<file path="config.mk">
export PLATFORM = sky130hd
export DESIGN_NAME = header_footer_frame_receiver
export DESIGN_NICKNAME = d
export VERILOG_FILES = /design/src/hw/rtl/hffr_pkg.sv /design/src/hw/rtl/header_footer_frame_receiver.sv /design/src/hw/rtl/hffr_ctrl.sv /design/src/hw/rtl/hffr_datapath.sv
export SDC_FILE = /design/constraint.sdc
export NUM_CORES = 1
export LEC_CHECK = 0
export ABC_AREA = 1
export BUFFER_PORTS_ARGS = -buffer_cell sky130_fd_sc_hd__buf_2
export CORE_MARGIN = 1.5
export CORE_UTILIZATION = 57
export DETAILED_ROUTE_END_ITERATION = 10
export PLACE_DENSITY_LB_ADDON = 0.12
export SLEW_MARGIN = 20
export SYNTH_ARGS = -nofsm -noshare
export SYNTH_HDL_FRONTEND = slang
export SYNTH_SLANG_ARGS = --single-unit
</file>
<file path="constraint.sdc">
create_clock -name clk -period 4.78 [get_ports clk]
set_input_delay 0.478 -clock clk [delete_from_list [all_inputs] [get_ports clk]]
set_output_delay 0.478 -clock clk [all_outputs]
set_load 0.03 [all_outputs]
</file>
<file path="src/hw/rtl/hffr_pkg.sv">
package hffr_pkg;

  localparam int FRAME_DEPTH = 64;
  localparam int ADDR_W      = $clog2(FRAME_DEPTH);
  localparam int WIDX_W      = $clog2(FRAME_DEPTH + 1);
  localparam int COUNT_W     = 6;
  localparam int CFG_IDX_W   = 2;
  localparam int CFG_DATA_W  = 16;

  typedef logic [2:0] kind_t;

  localparam kind_t KIND_PAYLOAD  = 3'd0;
  localparam kind_t KIND_EMPTY    = 3'd1;
  localparam kind_t KIND_LEN_ERR  = 3'd2;
  localparam kind_t KIND_TIMEOUT  = 3'd3;
  localparam kind_t KIND_OVERFLOW = 3'd4;

  localparam logic [CFG_IDX_W-1:0] CFG_HEADER = 2'd0;
  localparam logic [CFG_IDX_W-1:0] CFG_FOOTER = 2'd1;
  localparam logic [CFG_IDX_W-1:0] CFG_BASE   = 2'd2;
  localparam logic [CFG_IDX_W-1:0] CFG_SLOPE  = 2'd3;

  localparam logic [7:0]  BASE_RESET  = 8'd8;
  localparam logic [15:0] SLOPE_RESET = 16'd4588;

  // controller to datapath
  typedef struct packed {
    logic capture;      // latch the accepted input transaction
    logic step;         // apply the byte or tick to the frame state
    logic check;        // settle the timeout limit and test it
    logic out_single;   // load a one-shot result into the output register
    logic out_payload;  // load the fetched payload byte into the output register
  } ctl_cmd_t;

  // datapath to controller
  typedef struct packed {
    logic step_single;  // this step ends in one result
    logic step_payload; // this step ends in a payload run
    logic timeout;      // check found the limit exceeded
    logic out_free;     // output register can take a result this cycle
    logic emit_last;    // fetched byte is the last of the payload
  } dp_sts_t;

endpackage

</file>
<file path="src/hw/rtl/header_footer_frame_receiver.sv">
// Header/footer frame receiver.
// Input channel (in_valid / in_stall, payload mode + rx_byte) carries one
// transaction per received byte (mode 0) or per millisecond tick (mode 1).
// Output channel (out_valid / out_stall, payload kind, data, payload_count,
// last) carries results: payload bytes of a good frame, a good-empty mark,
// or a length error, timeout or overflow report; last marks the final
// result caused by one input transaction.
// The block works on one input transaction at a time. A transaction that
// gives no result goes through accept, step and timeout check. A single
// result is loaded into the output register from the result state, after
// the step or the timeout check, once the output register is free.
// A good frame walks the frame store through its registered read port,
// with a fetch state and an emit state for each payload byte.
// When out_stall holds the output register, the block finishes the current
// step and waits with in_stall high; no result is dropped or repeated.
// A new input can be accepted while the last result still waits.
// Synchronous reset (rst) returns to hunting for the header, clears the
// timer and output valid, and restores default registers (base 8 ms,
// slope 0.07 ms per length unit in Q16). No clearing pass is needed.
// Configuration writes (cfg_we, cfg_index, cfg_data) take effect at once.
module header_footer_frame_receiver (
  input  logic                             clk,
  input  logic                             rst,
  input  logic                             cfg_we,
  input  logic [hffr_pkg::CFG_IDX_W-1:0]   cfg_index,
  input  logic [hffr_pkg::CFG_DATA_W-1:0]  cfg_data,
  input  logic                             in_valid,
  output logic                             in_stall,
  input  logic                             mode,
  input  logic [7:0]                       rx_byte,
  output logic                             out_valid,
  input  logic                             out_stall,
  output hffr_pkg::kind_t                  kind,
  output logic [7:0]                       data,
  output logic [hffr_pkg::COUNT_W-1:0]     payload_count,
  output logic                             last
);

  hffr_pkg::ctl_cmd_t cmd;
  hffr_pkg::dp_sts_t  sts;

  // sequencing: accept, step, check, result or payload walk
  hffr_ctrl u_ctrl (
    .clk      (clk),
    .rst      (rst),
    .in_valid (in_valid),
    .in_stall (in_stall),
    .sts      (sts),
    .cmd      (cmd)
  );

  // sync matching, frame store, timeout arithmetic and output register
  hffr_datapath u_datapath (
    .clk           (clk),
    .rst           (rst),
    .cfg_we        (cfg_we),
    .cfg_index     (cfg_index),
    .cfg_data      (cfg_data),
    .mode          (mode),
    .rx_byte       (rx_byte),
    .out_stall     (out_stall),
    .out_valid     (out_valid),
    .kind          (kind),
    .data          (data),
    .payload_count (payload_count),
    .last          (last),
    .cmd           (cmd),
    .sts           (sts)
  );

endmodule

</file>
<file path="src/hw/rtl/hffr_ctrl.sv">
module hffr_ctrl (
  input  logic               clk,
  input  logic               rst,
  input  logic               in_valid,
  output logic               in_stall,
  input  hffr_pkg::dp_sts_t  sts,
  output hffr_pkg::ctl_cmd_t cmd
);

  localparam logic [2:0] S_IDLE   = 3'd0;
  localparam logic [2:0] S_STEP   = 3'd1;
  localparam logic [2:0] S_CHECK  = 3'd2;
  localparam logic [2:0] S_RESULT = 3'd3;
  localparam logic [2:0] S_FETCH  = 3'd4;
  localparam logic [2:0] S_EMIT   = 3'd5;

  logic [2:0] state;
  logic [2:0] state_next;

  assign in_stall = (state != S_IDLE);

  always_comb begin
    state_next      = state;
    cmd             = '0;
    case (state)
      S_IDLE: begin
        if (in_valid) begin
          cmd.capture = 1'b1;
          state_next  = S_STEP;
        end
      end
      S_STEP: begin
        cmd.step = 1'b1;
        if (sts.step_single) begin
          state_next = S_RESULT;
        end else if (sts.step_payload) begin
          state_next = S_FETCH;
        end else begin
          state_next = S_CHECK;
        end
      end
      S_CHECK: begin
        cmd.check  = 1'b1;
        state_next = sts.timeout ? S_RESULT : S_IDLE;
      end
      S_RESULT: begin
        if (sts.out_free) begin
          cmd.out_single = 1'b1;
          state_next     = S_IDLE;
        end
      end
      S_FETCH: begin
        state_next = S_EMIT;
      end
      S_EMIT: begin
        if (sts.out_free) begin
          cmd.out_payload = 1'b1;
          state_next      = sts.emit_last ? S_IDLE : S_FETCH;
        end
      end
      default: begin
        state_next = S_IDLE;
      end
    endcase
  end

  always_ff @(posedge clk) begin
    if (rst) begin
      state <= S_IDLE;
    end else begin
      state <= state_next;
    end
  end

endmodule

</file>
<file path="src/hw/rtl/hffr_datapath.sv">
module hffr_datapath (
  input  logic                                clk,
  input  logic                                rst,
  input  logic                                cfg_we,
  input  logic [hffr_pkg::CFG_IDX_W-1:0]      cfg_index,
  input  logic [hffr_pkg::CFG_DATA_W-1:0]     cfg_data,
  input  logic                                mode,
  input  logic [7:0]                          rx_byte,
  input  logic                                out_stall,
  output logic                                out_valid,
  output hffr_pkg::kind_t                     kind,
  output logic [7:0]                          data,
  output logic [hffr_pkg::COUNT_W-1:0]        payload_count,
  output logic                                last,
  input  hffr_pkg::ctl_cmd_t                  cmd,
  output hffr_pkg::dp_sts_t                   sts
);

  // configuration
  logic [15:0] header_word;
  logic [15:0] footer_word;
  logic [7:0]  timeout_base;
  logic [15:0] timeout_slope;

  // captured transaction
  logic       it_mode;
  logic [7:0] it_byte;

  // frame state
  logic                           in_frame;
  logic                           match_index;
  logic [hffr_pkg::WIDX_W-1:0]    write_index;
  logic                           length_seen;
  logic                           timer_armed;
  logic [15:0]                    timeout_limit;
  logic [15:0]                    elapsed_ms;
  logic                           arm_pending;
  logic [23:0]                    product;
  logic [7:0]                     first_byte;
  hffr_pkg::kind_t                pend_kind;
  logic [hffr_pkg::COUNT_W-1:0]   pay_count;
  logic [hffr_pkg::ADDR_W-1:0]    rd_addr;
  logic [7:0]                     rd_data;

  logic [7:0] frame_store [hffr_pkg::FRAME_DEPTH];

  logic [7:0]                     hdr_sel;
  logic [7:0]                     ftr_sel;
  logic [hffr_pkg::WIDX_W-1:0]    count_raw;
  logic                           overflow;
  logic                           store_byte;
  logic                           footer_done;
  logic                           length_good;
  logic [8:0]                     limit_sum;
  logic [15:0]                    limit_eff;
  logic                           timed_out;

  assign hdr_sel   = match_index ? header_word[7:0] : header_word[15:8];
  assign ftr_sel   = match_index ? footer_word[7:0] : footer_word[15:8];
  assign count_raw = write_index - hffr_pkg::WIDX_W'(2);

  assign overflow    = !it_mode && in_frame &&
                       (write_index >= hffr_pkg::WIDX_W'(hffr_pkg::FRAME_DEPTH));
  assign store_byte  = !it_mode && in_frame && !overflow;
  assign footer_done = store_byte && (it_byte == ftr_sel) && match_index;
  assign length_good = (write_index >= hffr_pkg::WIDX_W'(2)) &&
                       (first_byte == 8'(count_raw));

  assign limit_sum = {1'b0, timeout_base} + {1'b0, product[23:16]};
  assign limit_eff = arm_pending ? 16'(limit_sum) : timeout_limit;
  assign timed_out = timer_armed && (elapsed_ms > limit_eff);

  assign sts.step_single  = overflow ||
                            (footer_done && !(length_good && (count_raw != '0)));
  assign sts.step_payload = footer_done && length_good && (count_raw != '0);
  assign sts.timeout      = timed_out;
  assign sts.out_free     = !out_valid || !out_stall;
  assign sts.emit_last    = (hffr_pkg::COUNT_W'(rd_addr) == pay_count);

  always_ff @(posedge clk) begin
    if (rst) begin
      header_word   <= '0;
      footer_word   <= '0;
      timeout_base  <= hffr_pkg::BASE_RESET;
      timeout_slope <= hffr_pkg::SLOPE_RESET;
    end else if (cfg_we) begin
      case (cfg_index)
        hffr_pkg::CFG_HEADER: header_word   <= cfg_data;
        hffr_pkg::CFG_FOOTER: footer_word   <= cfg_data;
        hffr_pkg::CFG_BASE:   timeout_base  <= cfg_data[7:0];
        hffr_pkg::CFG_SLOPE:  timeout_slope <= cfg_data;
        default: begin
        end
      endcase
    end
  end

  always_ff @(posedge clk) begin
    if (cmd.capture) begin
      it_mode <= mode;
      it_byte <= rx_byte;
    end
  end

  // frame store: one write and one registered read per cycle
  always_ff @(posedge clk) begin
    if (cmd.step && store_byte) begin
      frame_store[write_index[hffr_pkg::ADDR_W-1:0]] <= it_byte;
    end
    rd_data <= frame_store[rd_addr];
  end

  always_ff @(posedge clk) begin
    if (cmd.step) begin
      product <= {16'd0, it_byte} * {8'd0, timeout_slope};
      if (store_byte && (write_index == '0)) begin
        first_byte <= it_byte;
      end
      if (footer_done) begin
        pay_count <= hffr_pkg::COUNT_W'(count_raw);
        rd_addr   <= hffr_pkg::ADDR_W'(1);
        if (length_good) begin
          pend_kind <= hffr_pkg::KIND_EMPTY;
        end else begin
          pend_kind <= hffr_pkg::KIND_LEN_ERR;
        end
      end else if (overflow) begin
        pend_kind <= hffr_pkg::KIND_OVERFLOW;
      end
    end else if (cmd.check) begin
      pend_kind <= hffr_pkg::KIND_TIMEOUT;
    end else if (cmd.out_payload) begin
      rd_addr <= rd_addr + hffr_pkg::ADDR_W'(1);
    end
  end

  always_ff @(posedge clk) begin
    if (rst) begin
      in_frame      <= 1'b0;
      match_index   <= 1'b0;
      write_index   <= '0;
      length_seen   <= 1'b0;
      timer_armed   <= 1'b0;
      timeout_limit <= '0;
      elapsed_ms    <= '0;
      arm_pending   <= 1'b0;
    end else if (cmd.step) begin
      arm_pending <= 1'b0;
      if (it_mode) begin
        if (elapsed_ms != 16'hFFFF) begin
          elapsed_ms <= elapsed_ms + 16'd1;
        end
      end else if (!in_frame) begin
        if (it_byte == hdr_sel) begin
          if (match_index) begin
            match_index <= 1'b0;
            in_frame    <= 1'b1;
            write_index <= '0;
            elapsed_ms  <= '0;
          end else begin
            match_index <= 1'b1;
          end
        end else begin
          match_index <= 1'b0;
        end
      end else if (overflow || footer_done) begin
        in_frame    <= 1'b0;
        match_index <= 1'b0;
        write_index <= '0;
        length_seen <= 1'b0;
        timer_armed <= 1'b0;
      end else begin
        if (!length_seen) begin
          arm_pending <= 1'b1;
          timer_armed <= 1'b1;
          length_seen <= 1'b1;
        end
        write_index <= write_index + hffr_pkg::WIDX_W'(1);
        if (it_byte == ftr_sel) begin
          match_index <= 1'b1;
        end else begin
          match_index <= match_index && (it_byte == footer_word[15:8]);
        end
      end
    end else if (cmd.check) begin
      arm_pending   <= 1'b0;
      timeout_limit <= limit_eff;
      if (timed_out) begin
        in_frame    <= 1'b0;
        match_index <= 1'b0;
        write_index <= '0;
        length_seen <= 1'b0;
        timer_armed <= 1'b0;
      end
    end
  end

  // output register
  always_ff @(posedge clk) begin
    if (rst) begin
      out_valid <= 1'b0;
    end else if (cmd.out_single || cmd.out_payload) begin
      out_valid <= 1'b1;
    end else if (!out_stall) begin
      out_valid <= 1'b0;
    end
  end

  always_ff @(posedge clk) begin
    if (cmd.out_single) begin
      kind          <= pend_kind;
      data          <= '0;
      payload_count <= '0;
      last          <= 1'b1;
    end else if (cmd.out_payload) begin
      kind          <= hffr_pkg::KIND_PAYLOAD;
      data          <= rd_data;
      payload_count <= pay_count;
      last          <= sts.emit_last;
    end
  end

endmodule

</file>
# Word level (Yosys, flattened, before mapping)
# Memories as Yosys holds them, arrays and structs flattened. A register that Yosys moved wholly into a read port is not among the register bits.
# Index checks and enable logic that the tools add are counted.
dict set report word_totals {
  latchBits 0
  mem_count 1
  inputBits 32
  word_cells 188
  register_bits 178
  romBits 0
  ram_bits 512
}
dict set report op_classes {
  reduce_logical 49
  mux 75
  n_shift 0
  n_lt_le_gt_ge 3
  bitwise_logic 1
  n_eq_ne 28
  div 0
  multipliers 1
  addsub 5
}
# memory words word_bits rd rd_ports_with_merged_regs write_ports line
set mem_list {}
lappend mem_list {u_datapath.frame_store 64 8 1 1 1 hffr_datapath.sv:45} ;# logic [7:0] frame_store [hffr_pkg::FRAME_DEPTH];
# op count
set ops {}
lappend ops {{16-bit two-way mux} 6}
lappend ops {{7-bit two-way mux} 8}
lappend ops {{1-bit two-way mux} 40}
lappend ops {{3-bit two-way mux} 12}
lappend ops {{8-bit equality test} 3}
lappend ops {{8-bit by 16-bit multiplier with 24-bit output} 1}
lappend ops {{6-bit two-way mux} 4}
lappend ops {{3-bit case mux with 6 select lines} 1}
lappend ops {{16-bit by 1-bit adder with 16-bit output, second input constant} 1}
lappend ops {{16-bit greater-than comparator} 1}
lappend ops {{8-bit two-way mux} 2}
lappend ops {{16-bit != test, second input constant} 1}
lappend ops {{2-bit AND reduction} 8}
lappend ops {{5-bit AND reduction} 3}
lappend ops {{1-bit logical AND} 14}
lappend ops {{2-bit != test, second input constant} 7}
lappend ops {{3-bit != test, second input constant} 4}
lappend ops {{2-bit nonzero test} 6}
lappend ops {{8-bit by 8-bit adder with 9-bit output} 1}
lappend ops {{3-bit AND reduction} 3}
lappend ops {{8-bit by 7-bit equality test with 1-bit output} 1}
lappend ops {{7-bit by 1-bit adder with 7-bit output, second input constant} 1}
lappend ops {{7-bit by 2-bit greater-or-equal comparator with 1-bit output, second input constant} 1}
lappend ops {{7-bit greater-or-equal comparator, second input constant} 1}
lappend ops {{19 further kinds} 32}

# Depth between registers and ports, before layout
# Gate-level depths: netlist (run 1).
dict set report depth {
  word_depth 12
  depth_mapped 24
  ltp_nobuf 23
}

# Cells and area by module
# From an unflattened synthesis (run 1), not the netlist that was laid out.
dict set report hier_totals {
  cells_unflattened 3214
  hier_area_um2 32635.0
}
# module n_inst cells_each area_each_um2
set modules_own_cells {}
lappend modules_own_cells {hffr_datapath 1 3171 32401.1}
lappend modules_own_cells {hffr_ctrl 1 43 234.0}

# Least setup slack after synthesis (run 1)
# No wires, ideal clock.
dict set report synth_path {
  path_type {register to register}
  from {reg u_datapath.it_byte[2]}
  to {reg u_datapath.product[21] (data pin)}
  setup_ns 0.262
  path_slack_ns -0.525
  arrival_ns 5.043
  path_stages_with_launch 19
  synth_period_minus_slack_ns 5.305
  cell_sequence {edfxtp_1 -> clkbuf_1 -> buf_1 -> nand2_1 -> fa_1 -> fa_1 -> inv_1 -> fa_1 -> inv_1 -> fa_1 -> inv_1 -> ha_1 -> a21oi_1 -> o21a_1 -> nor2_1 -> o21ai_0 -> nand3_1 -> a21oi_1 -> xor2_1}
}
dict set report synth_via {
  elab_chain_cells 1
}
# element line
set synth_lines {}
lappend synth_lines {{start, declared} hffr_datapath.sv:27} ;# logic [7:0] it_byte;
lappend synth_lines {{start signal, assigned} hffr_datapath.sv:101} ;# it_byte <= rx_byte;
lappend synth_lines {{8-bit by 16-bit multiplier with 24-bit output} hffr_datapath.sv:115} ;# product <= {16'd0, it_byte} * {8'd0, timeout_slope};
lappend synth_lines {{end signal, assigned} hffr_datapath.sv:115}
lappend synth_lines {{end, declared} hffr_datapath.sv:38} ;# logic [23:0] product;
# No other way between the ends.
# A chain may end at the register's enable or synchronous reset.

# Worst setup path in the final report (run 1)
dict set report layout_path {
  from {reg u_datapath.it_byte[5]}
  to {reg u_datapath.product[21] (data pin)}
}
# The elaborated chain is that of the path after synthesis.

==> results by group, run 1 <==
Outcome
  – Outcome: finished, final reports clean

Setup path
  – CP startpoint kind: register
  – CP Max Fanout: 13
  – Critical Path RT: 5.14 ns
  – Setup Crit Path Kind: register to register
  – CP Capture Type: register
  – Critical path arrival: 4.80 ns

STA
  – Max-slew headroom: 0.258
  – Post-Route Skew: 0.0185 ns
  – Tightest Pin Transition: 1.11 ns
  – Endpoints failing setup: 0
  – Final Cycle Share: 0.930
  – Max Clock Freq: 0.225 GHz
  – Unrepaired setup endpoints after global routing: false
  – Max-slew violation count: 0
  – Fin crit period: around 4.4 ns
  – Count of final hold-check violations: 0
  – Hold_ws: 0.0435 ns

Placement
  – GP Congestion: 0.895
  – Placed Cells: between 3000 and 4000
  – Hpwl dp: 53.2 mm
  – Port bufs: 51

Yosys
  – Synth Area per Inst: 10.1 um^2
  – Most common library cells after synthesis: nand2_1, edfxtp_1, inv_1, nor2_1, o21ai_0
  – Share of flip-flops with an asynchronous set or reset: 0
  – Most frequent cell after synthesis: nand2_1
  – Post-synth top area cell: edfxtp_1
  – Commonest register cell after synthesis: edfxtp_1
  – Sequential element share of the synthesized area: 0.585
  – Synthesized netlist cell count: around 3200
  – Synth warnings: 0
  – Mapped Area: roughly 33000 um^2
  – Number of flops mapped to enable cells by yosys: 555
  – Synthesized flop and latch total: just under 700
  – Top cell type's share of synthesized area: 0.508
  – Syn Nets: between 3000 and 4000
  – Synth unique cells: 44
  – Largest cells by area after synthesis: edfxtp_1, nand2_1, dfxtp_1, fa_1, inv_1

Pwr
  – Peak VDD IR: 0.352 mV
  – Switch Pwr: 4.41 mW
  – Sequential Power Share: 0.435
  – Combinational power share: 0.203
  – Cell area power density: 426 nW/um^2
  – Clock power frac: 0.361
  – Sw Ratio: 0.286
  – Cell internal pwr: 11.0 mW
  – Static leakage: roughly 14 nW

Clocking
  – Clock sink count: around 700
  – Max Root-Sink Buffers: 3
  – Clk Latency, worst-skew pair: 0.62 ns
  – Total CTS buffers: 73
  – H-tree levels: 3
  – Post_cts resized: 0
  – Clk root buf: clkbuf_16
  – CTS clk-pin slew, worst paths: 0.06 ns
  – CTS tree: yes

Routing
  – Routed len/inst: 20.3 um
  – DRC errors left: 0
  – DR iter-0 viols: between 2000 and 2500
  – Drt via density: 5.71
  – Drt total wl: 82.7 mm
  – Via count: ~23000
  – Detailed-router iteration count before antenna repair: 6
  – Post-DRT Antenna Nets: 0

Floorplan
  – Die H: 243 um
  – Cell row count: 87
  – Die X: 243 um
  – Ports: 52
  – Die area: 59000 um^2
  – Initial Util: 0.580
  – Core area: 56600 um^2

Final layout
  – Share of layout cells above drive strength 1: 0.0713
  – Layout area overhead: 10.7%
  – Finished Layout Cells: roughly 4100
  – Nets: roughly 3400

Global routing
  – Largest net degree at the start of global routing: 129
  – GRT Overall Usage: 0.284
  – Congestion Overflow GR: 0
  – Global-route wire length before repair: 130 mm
  – Number of global-route vias before repair: between 20000 and 25000
  – Initial antenna violation count: 3

Min path
  – Min-delay worst type: input pin to register

Run
  – Max-Cap Viols: 0
final timing paths:
check	slack, ns	depth (start not counted)	startpoint	end
worst max-delay path	0.34	18	u_datapath.it_byte[5]	u_datapath.product[21]
worst min-delay path	0.04	1	rx_byte[0]	u_datapath.it_byte[0]
worst max register to register	0.34	18	u_datapath.it_byte[5]	u_datapath.product[21]
worst min register to register	0.45	2	u_datapath.footer_word[2]	u_datapath.footer_word[2]
flip-flops by register name, indices dropped and copies added, names as in the netlist, 16 cells and up:
| signal | cells |
|---|---|
| u_datapath.elapsed_ms | 16 |
| u_datapath.footer_word | 16 |
| u_datapath.frame_store | 512 |
| u_datapath.header_word | 16 |
| u_datapath.timeout_limit | 16 |
| u_datapath.timeout_slope | 16 |
per-layer routing:
layer | vias to the layer above | part of all wire | global-route usage | routed length (um)
met5 | - | 0 | 0 | 0
met4 | 0 | 0.050 | 0.134 | 4140
met3 | 193 | 0.066 | 0.0454 | 5500
met2 | 827 | 0.48 | 0.465 | 39500
met1 | 11200 | 0.41 | 0.373 | 33600
li1 | 11000 | - | - | -
critical path, cell delays in order (launching register included):
cell	delay, ns
edfxtp_1	0.51
buf_4	0.25
nand2_1	0.08
inv_1	0.07
fa_1	0.58
fa_1	0.45
fa_1	0.50
inv_1	0.05
fa_1	0.49
inv_1	0.05
ha_1	0.30
nand2_1	0.09
nor2_1	0.09
inv_1	0.06
nor3_1	0.14
nand3_1	0.11
nand3_1	0.14
a21oi_2	0.08
xor2_1	0.14
power by group through the flow:
stage	registers [mW]	logic [mW]	clock network, mW
floorplan	6.87	2.28	0
global placement	6.86	3.03	0
detailed placement	6.87	3.08	0
CTS	6.74	3.11	5.65
global route	6.73	3.61	5.85
finish	6.73	3.14	5.59
cell usage in the layout, fill, tap and decap left out, types with 5 or more instances in the layout:
master     count
nand2_1      690
buf_2         51
ha_4           9
o31ai_1       17
nand4_1       18
nor3_1        14
inv_1        345
mux2i_1       64
clkbuf_16     74
bufinv_16      7
o211ai_1      40
nor2_1       329
edfxtp_1     555
nand2_2        7
fa_1          83
o22ai_1       59
xnor2_1       10
clkinv_2      10
ha_1          66
nand3_1      120
dfxtp_1      127
a21oi_1      199
buf_12         7
clkbuf_1      17
clkinv_1      16
xor2_1        21
o21ai_0      242
buf_4         42
a31oi_1        5
a22o_1        11
cells by family (layout without fill, tap and decap cells):
kind of cell	Yosys count	count (layout)	synth area share
flops	682	682	0.585
simple gates	1196	1196	0.145
xor+xnor	32	32	0.00896
mux	64	64	0.0195
buf+inv	520	583	0.0613
other cells	0	3	0
compound gates	593	593	0.100
fa+ha+maj	159	159	0.0798
through the flow:
stage | util | setup slack (ns) | cell area (um^2) | TNS (ns) | power (mW)
global route | 0.642 | 0.0170 | 36300 | 0 | 16.2
floorplan | - | -0.154 | 33100 | -0.293 | 9.14
finish | 0.642 | 0.335 | 36300 | 0 | 15.5
global placement | 0.598 | 0.355 | 33800 | 0 | 9.89
CTS | 0.639 | 0.254 | 36200 | 0 | 15.5
detailed placement | 0.598 | 0.306 | 33800 | 0 | 9.94
layout make-up:
| class | instances | area (um^2) |
|---|---|---|
| diodes | 3 | 7.51 |
| inverters | 354 | 1330 |
| multi-input cells | 2044 | 11800 |
| repair buffers | 100 | 711 |
| flip-flops and latches | 682 | 19200 |
| fillers | 4510 | 20300 |
| clock inverters | 36 | 405 |
| well taps | 756 | 946 |
| clock buffers | 93 | 1940 |
timing repair:
item                                    4_1_cts  5_1_grt
hold buffers                                  0        0
setup buffers                                 0       11
endpoints found under the setup margin        0        2
No activity file was read; power rests on OpenSTA's default activity.
==> run 2: changes to the inputs <==
BUFFER_PORTS_ARGS = -buffer_cell sky130_fd_sc_hd__buf_4   (was -buffer_cell sky130_fd_sc_hd__buf_2)
CORE_ASPECT_RATIO = 0.6   (was default)
SETUP_SLACK_MARGIN = 0.1   (was default)
==> run 2 against run 1 <==
Net effect:
- via count rose by 2.4%
- largest cell class unchanged
- critical path depth fell by 2
- sequential cell count did not move
- clock power fell by 17%
==> results by group, run 2 (synthesized netlist as in run 1, its figures left out) <==
STA
  – Max-slew headroom: 0.222
  – Max Clock Freq: 0.224 GHz
  – Unrepaired setup endpoints after global routing: false
  – Tightest Pin Transition: between 1 and 1.5 ns
  – Fin crit period: 4.47 ns
  – Max-slew violation count: 0
  – Count of final hold-check violations: 0
  – Final Cycle Share: 0.935
  – Post-Route Skew: roughly 0.022 ns
  – Crit path setup slack, layout: between 0.3 and 0.4 ns
  – Endpoints failing setup: 0

Global routing
  – GRT Overall Usage: 0.303
  – Global-route wire length before repair: approximately 140 mm
  – Number of global-route vias before repair: 22500
  – Congestion Overflow GR: 0
  – Largest net degree at the start of global routing: 179
  – Initial antenna violation count: 10

Placement
  – Hpwl dp: 58.7 mm
  – Pre-CTS setup slack: around 0.26 ns
  – Port bufs: a little over 50
  – GP Congestion: 0.927

Floorplan
  – Die X: between 300 and 400 um
  – Ports: 52
  – Core area: 56300 um^2
  – Initial Util: 0.583
  – Die H: about 190 um
  – Die area: between 50000 and 60000 um^2
  – Cell row count: 67

Pwr
  – Sequential Power Share: 0.460
  – Switch Pwr: 4.39 mW
  – Cell internal pwr: about 10 mW
  – Static leakage: 14.2 nW
  – Peak VDD IR: 0.368 mV
  – Combinational power share: 0.226
  – Clock power frac: 0.315
  – Sw Ratio: 0.299
  – Cell area power density: between 400 and 500 nW/um^2

Min path
  – Min-delay worst type: input pin to register
  – Hold depth: 1

Setup path
  – CP Capture Type: register
  – FF-to-FF setup slack: 0.31 ns
  – Setup Crit Path Kind: register to register
  – Worst setup path start: u_datapath.it_byte[2]
  – Critical path arrival: just under 5 ns
  – CP startpoint kind: register
  – Critical Path RT: 5.16 ns
  – Crit path to: u_datapath.product[21]
  – R2R cell count: 16
  – End of the worst register-to-register path: u_datapath.product[21]
  – R2R Path Start: u_datapath.it_byte[2]
  – CP Max Fanout: 56

Routing
  – Post-DRT Antenna Nets: 0
  – Drt via density: 5.88
  – Routed len/inst: between 20 and 25 um
  – Drt total wl: 89.0 mm
  – DR iter-0 viols: 3098
  – Detailed-router iteration count before antenna repair: 6
  – DRC errors left: 0
  – Via count: 23800

Clocking
  – CTS clk-pin slew, worst paths: 0.07 ns
  – Clock sink count: 682
  – Hold buffers post-CTS: 0
  – Total CTS buffers: 59
  – H-tree levels: 2
  – Clk Latency, worst-skew pair: around 0.64 ns
  – Max Root-Sink Buffers: 3
  – CTS tree: yes
  – Clk root buf: clkbuf_16

Final layout
  – Largest register FFs: 512
  – FILL cells: 4533
  – Nets: 3425
  – Final core occ: 0.638
  – Share of layout cells above drive strength 1: 0.0646
  – Most common cell after layout, fill and taps aside: nand2_1
  – Layout area overhead: 9.42%
  – Most frequent cells in the layout: nand2_1, edfxtp_1, inv_1

Run
  – Max-Cap Viols: 0

Outcome
  – Outcome: finished, final reports clean
run 2: cell types whose count changed in the layout (fill, tap and decap cells not counted), sizes merged:
cell / before / now
clkbuf: 93 / 89
buf: 100 / 93
diode: 3 / 4
bufinv: 7 / 1
clkinv: 29 / 22
inv: 353 / 350
run 2: timing repair:
item,in CTS,in global routing
setup buffers,0,2
resized for setup,0,0
endpoints found under the setup margin,0,3
run 2: power groups by stage:
stage / combinational, mW / sequential, mW / clock, mW
2_1_floorplan: 2.32 / 6.87 / 0
3_3_place_gp: 3.16 / 6.88 / 0
3_5_place_dp: 3.24 / 6.88 / 0
4_1_cts: 3.27 / 6.76 / 4.67
5_1_grt: 3.73 / 6.76 / 4.90
6_report: 3.32 / 6.76 / 4.63
run 2: layout make-up:
class,instances,area [um^2],share of cell area
timing repair buffer,93,786,0.0219
antenna,4,10.0,0.000279
clock inverter,20,148,0.00411
inverter,354,1330,0.0371
multi-input combinational,2044,11800,0.329
tap,759,950,0.0264
clock buffer,89,1680,0.0468
sequential,682,19200,0.535
run 2: routing by layer:
layer	global-route usage	up-vias	wire (um)
met1	0.483	11500	40300
met2	0.411	1225	35500
li1	-	10900	-
met5	0	-	41
met3	0.0888	121	11700
met4	0.0578	8	1420
run 2: worst max-delay path, cell delays in order, from the launching register on:
cell and delay [ns]:
edfxtp_1 0.43, buf_12 0.22, nand2_1 0.09, inv_1 0.06, fa_1 0.52, fa_1 0.52, fa_1 0.51, inv_1 0.06
fa_1 0.53, inv_1 0.08, ha_4 0.23, a21oi_1 0.24, o21ai_0 0.16, a21oi_1 0.15, nand3_1 0.16, a21oi_2 0.18
xor2_1 0.07
run 2: worst min path at each step:
stage	from	end
after floorplan	u_datapath.footer_word[6]	u_datapath.footer_word[6]
after CTS	rx_byte[0]	u_datapath.it_byte[0]
after global routing	rx_byte[0]	u_datapath.it_byte[0]
final	rx_byte[0]	u_datapath.it_byte[0]
after global placement	u_datapath.footer_word[4]	u_datapath.footer_word[4]
after detailed placement	u_datapath.timer_armed	u_datapath.timer_armed
run 2: through the flow:
step / cells / hold slack (ns) / setup TNS (ns) / instance area [um^2] / total power, mW
after global placement: 3930 / 0.433 / 0 / 34000 / 10.0
after CTS: 4039 / 0.00222 / 0 / 35900 / 14.7
after detailed placement: 3930 / 0.436 / 0 / 34000 / 10.1
final: 4045 / 0.0317 / 0 / 35900 / 14.7
after global routing: 4041 / 0.0154 / 0 / 35900 / 15.4
after floorplan: 3246 / 0.424 / -0.293 / 33100 / 9.19
==> run 3: changes to the inputs <==
CORE_ASPECT_RATIO = 0.5   (was 0.6)
==> run 3 against run 2 <==
Net effect:
- fmax is 1.1% higher
- highest routed layer is now met4
- worst setup slack better by 0.050 ns
- hold slack better by 0.014 ns
- clock power is 2% lower
- die area hardly changed
- register-to-register slack better by 0.05 ns
- via count is 3.4% lower
- core utilization hardly changed
- sequential cell count stayed put
==> results by group, run 3 (synthesized netlist as in run 1, its figures left out) <==
Setup path
  – CP startpoint kind: register
  – R2R Path Start: u_datapath.it_byte[5]
  – Crit-path max cell delay: 0.56 ns
  – CP Capture Type: register
  – Critical path arrival: 4.78 ns
  – Crit-path cells: buf_2 > nand2_1 > inv_1 > fa_1 > fa_1 > fa_1 > inv_1 > fa_1 > inv_1 > ha_4 > nand2_1 > nor2_1 > inv_1 > nor3_1 > nand3_1 > nand3_1 > a21oi_2 > xor2_1
  – CP max stage cell: fa_1
  – Setup Crit Path Kind: register to register
  – FF-to-FF setup slack: 0.36 ns
  – Worst setup path start: u_datapath.it_byte[5]
  – Critical Path RT: 5.14 ns
  – CP Max Fanout: 7

Floorplan
  – Initial Util: 0.584
  – Ports: 52
  – Core area: 56300 um^2
  – Die H: 173 um
  – Die X: between 300 and 400 um
  – Die area: 59100 um^2
  – Cell row count: between 60 and 70

Clocking
  – CTS clk-pin slew, worst paths: 0.07 ns
  – H-tree levels: 2
  – CTS tree: yes
  – Max Root-Sink Buffers: 3
  – Total CTS buffers: 58
  – Clk root buf: clkbuf_16
  – Hold buffers post-CTS: 0
  – Post_cts resized: 0
  – Clock sink count: 682
  – Clk Latency, worst-skew pair: 0.63 ns

Pwr
  – Cell area power density: 403 nW/um^2
  – Total Power: around 14 mW
  – Static leakage: about 14 nW
  – Peak VDD IR: 0.332 mV

STA
  – Max Clock Freq: about 0.23 GHz
  – Max-slew violation count: 0
  – Fin crit period: 4.42 ns
  – Tightest Pin Transition: 1.00 ns
  – Endpoints failing setup: 0
  – Crit path setup slack, layout: 0.362 ns
  – Unrepaired setup endpoints after global routing: false
  – Post-Route Skew: around 0.026 ns
  – Max-slew headroom: 0.328
  – Final Cycle Share: 0.924
  – Hold_ws: around 0.045 ns
  – Count of final hold-check violations: 0

Placement
  – GP Congestion: 0.861
  – Placed Instance Area: approximately 34000 um^2
  – Port bufs: slightly above 50
  – Pre-CTS setup slack: 0.263 ns
  – Hpwl dp: just over 50 mm

Min path
  – Min-delay worst type: input pin to register
  – Startpoint of the worst hold path: mode

Global routing
  – GRT Overall Usage: 0.269
  – Congestion Overflow GR: 0
  – Global-route wire length before repair: between 100 and 150 mm
  – Initial antenna violation count: 2
  – Largest net degree at the start of global routing: 173
  – Number of global-route vias before repair: 22300

Routing
  – Routed len/inst: 19.4 um
  – Via count: about 23000
  – Post-DRT Antenna Nets: 0
  – DR iter-0 viols: about 2200
  – Drt total wl: 78.6 mm
  – DRC errors left: 0
  – Drt via density: 5.67
  – Detailed-router iteration count before antenna repair: 5

Final layout
  – Most frequent cells in the layout: nand2_1, edfxtp_1, inv_1
  – Nets: 3437
  – Final instance area: 35900 um^2
  – FILL cells: 4549
  – Largest register FFs: about 500
  – Layout area overhead: 9.32%
  – Share of layout cells above drive strength 1: 0.0699
  – Multi-input logic area: 11800 um^2
  – Most common cell after layout, fill and taps aside: nand2_1
  – Register area: 19200 um^2

Outcome
  – Outcome: finished, final reports clean

Run
  – Max-Cap Viols: 0
==> run 3: cell count changes in the layout (fill, tap and decap cells not counted), sizes merged <==
cell	change
clkinv	+2
buf	+13
clkbuf	-10
inv	+5
diode	-2
==> run 3: stage by stage <==
| stage | util | cells | TNS [ns] |
|---|---|---|---|
| floorplan | - | 3246 | -0.293 |
| global placement | 0.605 | 3934 | 0 |
| detailed placement | 0.605 | 3934 | 0 |
| CTS | 0.637 | 4040 | 0 |
| global route | 0.638 | 4050 | 0 |
| finish | 0.638 | 4050 | 0 |
==> run 3: per-layer routing <==
| metal | up-vias | GRT usage | share of wire |
|---|---|---|---|
| met5 | - | 0 | 0 |
| met4 | 0 | 0.0642 | 0.024 |
| li1 | 11000 | - | - |
| met1 | 11100 | 0.389 | 0.44 |
| met3 | 120 | 0.0429 | 0.074 |
| met2 | 777 | 0.430 | 0.46 |
==> run 3: power by group <==
part | total [mW] | internal [mW] | switching (mW)
logic | 3.20 | 1.20 | 2.00
clock network | 4.54 | 2.38 | 2.16
registers | 6.72 | 6.60 | 0.112
total | 14.5 | 10.2 | 4.27
==> run 3: layout make-up <==
cell class	count	share of cell area
diodes	2	0.000139
clock buffers	79	0.0439
clock inverters	27	0.00565
inverters	354	0.0371
multi-input cells	2044	0.329
flip-flops and latches	682	0.535
well taps	756	0.0264
repair buffers	106	0.0228
==> run 3: worst paths after layout <==
kind,depth (start not counted),end
setup / recovery,18,u_datapath.product[21]
hold / removal,1,u_datapath.it_mode
setup reg to reg,18,u_datapath.product[21]
hold reg to reg,2,u_datapath.footer_word[4]
==> run 3: repair_timing <==
item,in CTS,in global routing
hold endpoints to repair,0,0
setup endpoints to repair,0,5
setup buffers,0,8
==> run 3: worst max-delay path, delay by kind of cell (launching register included) <==
family          cells  cell delay (ns)
fa+ha+maj           5             2.27
xor+xnor            1             0.14
buf+inv             5             0.49
compound gates      1             0.09
flops               1             0.54
simple gates        6             0.65
